<file path="config.mk">
export PLATFORM = sky130hd
export DESIGN_NAME = bounded_top_k_score_table
export DESIGN_NICKNAME = d
export VERILOG_FILES = /design/src/btk_pkg.sv /design/src/btk_table.sv /design/src/bounded_top_k_score_table.sv
export SDC_FILE = /design/constraint.sdc
export NUM_CORES = 1
export LEC_CHECK = 0
export BUFFER_PORTS_ARGS = -buffer_cell sky130_fd_sc_hd__buf_2
export CAP_MARGIN = 20
export CORE_UTILIZATION = 42
export DETAILED_ROUTE_END_ITERATION = 7
export GPL_TIMING_DRIVEN = 0
export PLACE_DENSITY_LB_ADDON = 0.15
export SYNTH_ARGS = -nofsm -noshare
export SYNTH_HDL_FRONTEND = slang
export SYNTH_SLANG_ARGS = --single-unit
</file>
<file path="constraint.sdc">
create_clock -name clock -period 5.49 [get_ports clock]
set_input_delay 1.647 -clock clock [delete_from_list [all_inputs] [get_ports clock]]
set_output_delay 1.647 -clock clock [all_outputs]
set_load 0.005 [all_outputs]
</file>
<file path="src/btk_pkg.sv">
// Shared types and constants for the bounded top-k score table.
// Used by btk_table, the top level and the port checker.
// No dependencies.
`default_nettype none

package btk_pkg;

   // Input field widths
   localparam int unsigned CMD_W   = 3;
   localparam int unsigned SCORE_W = 21;
   localparam int unsigned COUNT_W = 5;
   localparam int unsigned VALUE_W = 20;

   // Largest score that passes range validation
   localparam logic [VALUE_W-1:0] SCORE_MAX = 20'd999999;

   // Most result beats a single read command produces, and the index width over them
   localparam int unsigned MAX_READ = 16;
   localparam int unsigned RD_IDX_W = $clog2(MAX_READ);

   // Command codes; codes 5 to 7 are ignored
   typedef enum logic [CMD_W-1:0] {
      CMD_ADD    = 3'd0,
      CMD_RANK   = 3'd1,
      CMD_IS_NEW = 3'd2,
      CMD_READ   = 3'd3,
      CMD_CLEAR  = 3'd4
   } cmd_type;

   // Status the table returns for the command held in the input stage
   typedef struct packed {
      logic [COUNT_W-1:0] rank;        // first entry the score equals or beats, 1-based
      logic               is_new;      // score would enter the table
      logic [COUNT_W-1:0] count_next;  // entries held after this command
      logic [COUNT_W-1:0] read_avail;  // min(count, MAX_READ)
      logic [VALUE_W-1:0] entry;       // entry at the read index
   } status_type;

endpackage

`default_nettype wire

</file>
<file path="src/btk_table.sv">
// Sorted score table: a row of entry registers with two compares per entry,
// insertion by a one-place shift, rank and is-new lookups, and a read window.
// Depends on btk_pkg.
`default_nettype none

module btk_table #(
   parameter int ENTRIES = 16
) (
   input  wire                                   clock,
   input  wire                                   reset,
   input  wire                                   commit,
   input  wire  [btk_pkg::CMD_W-1:0]            cmd,
   input  wire                                   score_ok,
   input  wire  [btk_pkg::VALUE_W-1:0]          score_val,
   input  wire  [btk_pkg::RD_IDX_W-1:0]         rd_index,
   output btk_pkg::status_type                   status
);

   localparam int CNT_W = $clog2(ENTRIES + 1);

   logic [btk_pkg::VALUE_W-1:0] tab_ff [ENTRIES];
   logic [btk_pkg::VALUE_W-1:0] tab_in [ENTRIES];
   logic [CNT_W-1:0]            count_ff;
   logic [CNT_W-1:0]            count_in;

   logic [ENTRIES-1:0]          keep;       // entry valid and not beaten by the score
   logic [ENTRIES-1:0]          hit;        // entry valid and score equals or beats it
   logic                        full;
   logic                        insert_ok;
   logic [CNT_W-1:0]            rank_w;
   logic [btk_pkg::VALUE_W-1:0] win [btk_pkg::MAX_READ];
   logic [7:0]                  rank_x;
   logic [7:0]                  count_x;
   logic [7:0]                  avail_x;

   // Per-entry compares
   always_comb begin
      for (int i = 0; i < ENTRIES; i++) begin
         keep[i] = (CNT_W'(i) < count_ff) && (tab_ff[i] >= score_val);
         hit[i]  = (CNT_W'(i) < count_ff) && (score_val >= tab_ff[i]);
      end
   end

   // A full table takes the score only if it beats the last entry
   assign full      = (count_ff == CNT_W'(ENTRIES));
   assign insert_ok = score_ok && !(full && keep[ENTRIES-1]);

   // Shift-insert: kept entries stay, the first non-kept cell takes the score,
   // cells after it take their upper neighbor
   always_comb begin
      for (int i = 0; i < ENTRIES; i++) begin
         if (keep[i]) begin
            tab_in[i] = tab_ff[i];
         end else if (i == 0) begin
            tab_in[i] = score_val;
         end else if (keep[(i > 0) ? i - 1 : 0]) begin
            tab_in[i] = score_val;
         end else begin
            tab_in[i] = tab_ff[(i > 0) ? i - 1 : 0];
         end
      end
   end

   // Rank: first hit from the top
   always_comb begin
      rank_w = '0;
      if (score_ok) begin
         for (int i = ENTRIES - 1; i >= 0; i--) begin
            if (hit[i]) begin
               rank_w = CNT_W'(i + 1);
            end
         end
      end
   end

   // Entry count after this command
   always_comb begin
      unique case (cmd)
         btk_pkg::CMD_ADD: begin
            count_in = (insert_ok && !full) ? count_ff + CNT_W'(1) : count_ff;
         end
         btk_pkg::CMD_CLEAR: begin
            count_in = '0;
         end
         default: begin
            count_in = count_ff;
         end
      endcase
   end

   // Read window over the leading entries
   for (genvar j = 0; j < btk_pkg::MAX_READ; j++) begin : g_win
      if (j < ENTRIES) begin : g_used
         assign win[j] = tab_ff[j];
      end else begin : g_pad
         assign win[j] = '0;
      end
   end

   // Status out, masked to the port widths
   always_comb begin
      rank_x              = 8'(rank_w);
      count_x             = 8'(count_in);
      avail_x             = (8'(count_ff) >= 8'(btk_pkg::MAX_READ)) ?
                            8'(btk_pkg::MAX_READ) : 8'(count_ff);
      status.rank         = rank_x[btk_pkg::COUNT_W-1:0];
      status.is_new       = insert_ok;
      status.count_next   = count_x[btk_pkg::COUNT_W-1:0];
      status.read_avail   = avail_x[btk_pkg::COUNT_W-1:0];
      status.entry        = win[rd_index];
   end

   // Entry registers: no reset, cells at or past the count are never read
   always_ff @(posedge clock) begin
      if (commit && (cmd == btk_pkg::CMD_ADD) && insert_ok) begin
         tab_ff <= tab_in;
      end
   end

   always_ff @(posedge clock) begin
      if (reset) begin
         count_ff <= '0;
      end else if (commit) begin
         count_ff <= count_in;
      end
   end

endmodule

`default_nettype wire

</file>
<file path="src/bounded_top_k_score_table.sv">
// Top level of the bounded top-k score table: input stage, read beat counter
// and result register around btk_table.
// Depends on btk_pkg and btk_table.
//
//   channel | dir | tdata (low bit up)                                  | tuser       | tlast
//   req_    | in  | score[20:0], top_count[25:21], zero[31:26]          | command     | -
//   rsp_    | out | score_ok[0], rank[5:1], is_new[6], entry_value[26:7],| entry_valid | last
//           |     | stored_count[31:27]                                 |             |
//
// Each command except read gives one result beat; a read gives
// min(top_count, stored entries, 16) beats, or one beat when that is zero.
// A new item is taken every cycle while the result channel is not stalled; a read
// holds the input stage until its final beat advances. Each item passes the input
// stage and then the result register. Reset is synchronous and empties the table.
// While a result beat is stalled, the held item cannot advance and req_tready stays low.
`default_nettype none

module bounded_top_k_score_table #(
   parameter int ENTRIES = 16
) (
   input  wire         clock,
   input  wire         reset,
   input  wire         req_tvalid,
   output logic        req_tready,
   input  wire  [31:0] req_tdata,   // score[20:0], top_count[25:21], zero pad
   input  wire  [2:0]  req_tuser,   // command[2:0]
   output logic        rsp_tvalid,
   input  wire         rsp_tready,
   output logic [31:0] rsp_tdata,   // score_ok, rank[5:1], is_new, entry_value[26:7],
                                    // stored_count[31:27]
   output logic        rsp_tuser,   // entry_valid
   output logic        rsp_tlast    // last
);

   // Input stage
   logic                          s1_valid_ff, s1_valid_in;
   logic [btk_pkg::CMD_W-1:0]     s1_cmd_ff;
   logic [btk_pkg::SCORE_W-1:0]   s1_score_ff;
   logic [btk_pkg::COUNT_W-1:0]   s1_tc_ff;
   logic [btk_pkg::RD_IDX_W-1:0]  beat_ff, beat_in;

   // Result register
   logic                         rsp_valid_ff, rsp_valid_in;
   logic [31:0]                  rsp_data_ff;
   logic                         rsp_user_ff;
   logic                         rsp_last_ff;

   logic                         accept;
   logic                         advance;
   logic                         final_beat;
   logic                         score_ok;
   logic                         is_read;
   logic                         has_entry;
   logic [btk_pkg::COUNT_W-1:0]  read_n;
   logic [btk_pkg::COUNT_W-1:0]  rank_o;
   logic                         is_new_o;
   logic [btk_pkg::VALUE_W-1:0]  value_o;
   btk_pkg::status_type          status;

   btk_table #(
      .ENTRIES (ENTRIES)
   ) u_table (
      .clock     (clock),
      .reset     (reset),
      .commit    (advance),
      .cmd       (s1_cmd_ff),
      .score_ok  (score_ok),
      .score_val (s1_score_ff[btk_pkg::VALUE_W-1:0]),
      .rd_index  (beat_ff),
      .status    (status)
   );

   // Range check on the held score
   assign score_ok = !s1_score_ff[btk_pkg::SCORE_W-1] &&
                     (s1_score_ff[btk_pkg::VALUE_W-1:0] <= btk_pkg::SCORE_MAX);

   // Read length and beat control
   assign is_read    = (s1_cmd_ff == btk_pkg::CMD_READ);
   assign read_n     = (s1_tc_ff < status.read_avail) ? s1_tc_ff : status.read_avail;
   assign has_entry  = is_read && (read_n != '0);
   assign final_beat = !has_entry ||
                       ((btk_pkg::COUNT_W'(beat_ff) + btk_pkg::COUNT_W'(1)) == read_n);

   assign advance    = s1_valid_ff && (!rsp_valid_ff || rsp_tready);
   assign req_tready = !s1_valid_ff || (advance && final_beat);
   assign accept     = req_tvalid && req_tready;

   always_comb begin
      s1_valid_in = s1_valid_ff;
      beat_in     = beat_ff;
      if (accept) begin
         s1_valid_in = 1'b1;
         beat_in     = '0;
      end else if (advance && final_beat) begin
         s1_valid_in = 1'b0;
         beat_in     = '0;
      end else if (advance) begin
         beat_in     = beat_ff + btk_pkg::RD_IDX_W'(1);
      end
   end

   // Result fields
   always_comb begin
      rank_o   = (s1_cmd_ff == btk_pkg::CMD_RANK)   ? status.rank   : '0;
      is_new_o = (s1_cmd_ff == btk_pkg::CMD_IS_NEW) ? status.is_new : 1'b0;
      value_o  = has_entry ? status.entry : '0;
   end

   always_comb begin
      rsp_valid_in = rsp_valid_ff;
      if (advance) begin
         rsp_valid_in = 1'b1;
      end else if (rsp_tready) begin
         rsp_valid_in = 1'b0;
      end
   end

   // Control registers
   always_ff @(posedge clock) begin
      if (reset) begin
         s1_valid_ff  <= 1'b0;
         beat_ff      <= '0;
         rsp_valid_ff <= 1'b0;
      end else begin
         s1_valid_ff  <= s1_valid_in;
         beat_ff      <= beat_in;
         rsp_valid_ff <= rsp_valid_in;
      end
   end

   // Input payload
   always_ff @(posedge clock) begin
      if (accept) begin
         s1_cmd_ff   <= req_tuser;
         s1_score_ff <= req_tdata[20:0];
         s1_tc_ff    <= req_tdata[25:21];
      end
   end

   // Result payload
   always_ff @(posedge clock) begin
      if (advance) begin
         rsp_data_ff <= {status.count_next, value_o, is_new_o, rank_o, score_ok};
         rsp_user_ff <= has_entry;
         rsp_last_ff <= final_beat;
      end
   end

   assign rsp_tvalid = rsp_valid_ff;
   assign rsp_tdata  = rsp_data_ff;
   assign rsp_tuser  = rsp_user_ff;
   assign rsp_tlast  = rsp_last_ff;

endmodule

`default_nettype wire

</file>
==> impl_metrics.csv <==
group,metric,value,unit
worst_setup_path,crit_path_start_kind,"flip-flop",
sta,setup_viol,0,
detailed_routing,drtIter0Drc,1834,
clock_tree,cts_htree_levels,2,
worst_setup_path,crit_required,5.77,ns
worst_setup_path,crit_top_cell,"a21o_1",
worst_setup_path,worst_path_max_delay_cell,"o21ai_1",
place,dp_slack,-0.0218,ns
synthesis,synth_top_area_frac,0.439,
synthesis,ys_warn_count,0,
detailed_routing,dr.pass1.iters,6,
place,place_congestion,0.967,
pwr,power_frac_clock,0.444,
synthesis,syn_area,26200,um2
sta,slew_headroom,0.248,
floorplan,fp.coreArea,61700,um2
global_routing,overflow,0,
place,portBuffers,67,
sta,worst_slew_pin_slew,1.13,ns
worst_hold_path,hold_path.class,"reg2reg",
synthesis,ys_ff_latch,394,
pwr,p_sw_frac,0.248,
pwr,power_switching,0.00183,W
global_routing,grt_pass1_wl,116,mm
clock_tree,cts_sinks,394,
pwr,p_int,0.00556,W
global_routing,antenna_found_initial,3,
pwr,vdd_drop_max,0.000231,V
finish,nNetsFinal,2610,
floorplan,fp.dieW,252,um
detailed_routing,antenna_left,0,
pwr,p_per_area,250,nW/um2
clock_tree,cts_root_buf,"clkbuf_16",
worst_setup_path,r2r-start,"s1_score_ff[9]$_DFFE_PP_",
floorplan,rows,91,
synthesis,synthTopCellsByArea,"edfxtp_1 44%, ha_1 16%, mux4_2 8.6%, mux2_2 5.1%, mux2_1 3.4%",
finish,layout-drive-gt1-share,0.197,
sta,post-route-period-util,0.972,
sta,grt_setup_unrepaired,"false",
floorplan,dieHeight,252,um
synthesis,async_reset_ff_frac,0,
finish,fillers,5485,
sta,maxSlewViolCount,0,
pwr,power,0.00738,W
worst_setup_path,critical_path_buf_inv_count,3,
worst_setup_path,setup.worst_path.class,"reg2reg",
floorplan,pin_count,75,
status,outcome,"completed",
sta,hold_viol,0,
synthesis,syn_area_per_cell,12.4,um2
detailed_routing,drc,0,
pwr,pwr-share-comb,0.099,
clock_tree,cts_made_buffers,49,
pwr,seq_power_share,0.458,
place,place_area,27900,um2
finish,antenna_cells,0,
synthesis,netlist_instances,2110,
worst_hold_path,min_from,"s1_score_ff[15]$_DFFE_PP_",
worst_setup_path,crit_start,"s1_score_ff[9]$_DFFE_PP_",
synthesis,synth_top_area_cell,"edfxtp_1",
clock_tree,clk-insertion-delay-late,0.62,ns
detailed_routing,drt-total-wl,79.0,mm
place,dpl.hpwl,63.1,mm
clock_tree,path_clk_slew,0.06,ns
pwr,cellLeakagePower,11.1,nW
sta,setup_ws,0.153,ns
clock_tree,tritoncts,"done",
synthesis,yosysSeqAreaShare,0.448,
global_routing,grtUsageTotal,0.249,
detailed_routing,routedWlPerCell,25.3,um
synthesis,synth.net_count,2475,
sta,finalCriticalPeriod,5.34,ns
worst_setup_path,end_kind,"flip-flop",
flow_run,drv_cap,0,
global_routing,grt_max_degree,30,
worst_setup_path,max_stage_delay,0.68,ns
clock_tree,cts.path.max_buffers,3,
global_routing,first_global_vias,18600,
detailed_routing,via_per_inst,6.04,
finish,fin_util,0.478,
worst_setup_path,crit_chain,"clkinvlp_4 -> ha_1 -> a21o_1 -> a21o_1 -> a21oi_1 -> o211ai_1 -> a21o_1 -> o21ai_1 -> o2111ai_2 -> clkbuf_2 -> nor2_2 -> buf_8",
clock_tree,ctsHoldBuffers,0,
worst_setup_path,crit_family,"compound AO/OA/AOI/OAI gates",
finish,synthToLayoutAreaGrowth,12.7,%
sta,fmax,187,MHz
worst_setup_path,cp_max_fo,21,
synthesis,ys.flop_type,"edfxtp_1",
floorplan,initial_core_util,0.424,
finish,design_area,29500,um2
synthesis,synth.distinct_cells,87,
detailed_routing,vias,18800,
sta,clock_skew,0.0427,ns
worst_setup_path,critical_path_arrival,5.62,ns
floorplan,die_area,63400,um2
synthesis,synth_edf_count,383,
[routing by layer]
| layer | vias to the layer above | track usage | wire, um |
|---|---|---|---|
| met2 | 619 | 0.417 | 37800 |
| li1 | 8594 | - | - |
| met3 | 110 | 0.0298 | 4560 |
| met1 | 9520 | 0.340 | 34600 |
| met4 | 0 | 0.0720 | 2100 |
| met5 | - | 0 | 0 |
[flip-flops by register name, indices dropped and copies added, names as in the netlist]
name,cells
s1_cmd_ff,3
beat_ff,4
u_table.tab_ff,320
rsp_tdata,32
rsp_tvalid,1
rsp_tlast,1
s1_score_ff,21
rsp_tuser,1
s1_valid_ff,1
u_table.count_ff,5
s1_tc_ff,5
[cells in the final DEF (no fill, tap or decap), types with 10 or more instances in the layout]
master / count
and2_1: 29
edfxtp_1: 383
clkbuf_16: 51
o21ai_1: 16
nor2_1: 53
mux2_1: 79
dfxtp_1: 11
nand3_1: 22
a21oi_1: 126
clkinv_1: 11
nand2_1: 173
buf_8: 14
ha_1: 326
a21o_1: 43
buf_2: 94
nor2b_1: 29
nand2b_1: 10
nor3_1: 25
o211ai_1: 18
inv_1: 46
buf_1: 21
nor2_2: 10
o21a_1: 14
nand4_1: 61
mux4_2: 100
a211oi_1: 10
clkbuf_1: 56
o21ai_0: 153
mux2_2: 119
and4_1: 10
[cells in the mapped netlist, types with 4 or more instances]
| master | instances |
|---|---|
| a211oi_1 | 10 |
| buf_1 | 21 |
| o21ai_1 | 16 |
| or4_1 | 4 |
| and4_1 | 10 |
| ha_1 | 326 |
| nor3_1 | 25 |
| nand2b_1 | 10 |
| a211o_1 | 4 |
| nor2b_1 | 36 |
| mux2i_1 | 7 |
| nand4_1 | 61 |
| mux2_2 | 119 |
| a221oi_1 | 4 |
| and3_1 | 9 |
| nor4_1 | 9 |
| a311o_1 | 5 |
| mux4_2 | 100 |
| edfxtp_1 | 383 |
| nand3_1 | 22 |
| o21ai_0 | 153 |
| and2_1 | 30 |
| a21oi_1 | 126 |
| o211ai_1 | 18 |
| a31oi_1 | 9 |
| buf_2 | 27 |
| nor3b_1 | 4 |
| dfxtp_1 | 11 |
| o21a_1 | 14 |
| clkbuf_1 | 47 |
| inv_1 | 53 |
| nand3b_1 | 4 |
| a21o_1 | 43 |
| nand2_1 | 173 |
| mux2_1 | 79 |
| nor2_1 | 62 |
[stage by stage]
step / std cells / setup TNS, ns / hold WS (ns)
final: 3119 / 0 / 0.465
after CTS: 3119 / 0 / 0.470
after detailed placement: 3031 / -0.271 / 0.461
after global routing: 3119 / 0 / 0.481
after global placement: 3014 / -171.44 / 0.461
after floorplan: 2110 / 0 / 0.448
[cell families (layout without fill, tap and decap cells)]
logic type,count (synthesis),in the layout,share of synthesized area
adders and majority gates,326,326,0.156
muxes,306,306,0.174
buffers and inverters,151,323,0.0235
and+or+nand+nor,481,481,0.0940
xor gates and xnor gates,5,5,0.00167
AOI/OAI and AO/OA,447,447,0.103
DFF,394,394,0.448
[area by class of cell]
type | instances | area, um2 | share of cell area
Buffer | 97 | 415 | 0.0141
Clock buffer | 64 | 1350 | 0.0456
Clock inverter | 24 | 238 | 0.00806
Inverter | 54 | 229 | 0.00776
Multi-Input combinational cell | 1565 | 13900 | 0.471
Sequential cell | 394 | 11700 | 0.397
Tap cell | 837 | 1050 | 0.0355
Timing Repair Buffer | 84 | 621 | 0.0210
[power by group through the flow]
stage | sequential [W] | clock (W) | combinational (W)
global route | 0.00338 | 0.00343 | 0.000810
CTS | 0.00338 | 0.00333 | 0.000728
global placement | 0.00344 | 0 | 0.000688
detailed placement | 0.00344 | 0 | 0.000725
finish | 0.00338 | 0.00328 | 0.000728
floorplan | 0.00342 | 0 | 0.000475
[what timing repair did]
| item | CTS | global route |
|---|---|---|
| buffers inserted | 0 | 0 |
| pin swaps | 0 | 0 |
| gates resized for setup | 3 | 8 |
| endpoints found under the setup margin | 26 | 28 |
[final timing paths]
check / cells past startpoint / end / slack, ns
setup / recovery: 12 / u_table.tab_ff[31]$_DFFE_PP_ / 0.15
hold / removal: 0 / u_table.tab_ff[315]$_DFFE_PP_ / 0.46
setup reg to reg: 12 / u_table.tab_ff[31]$_DFFE_PP_ / 0.15
hold reg to reg: 0 / u_table.tab_ff[315]$_DFFE_PP_ / 0.46
Power figures use the tool's default switching activity.
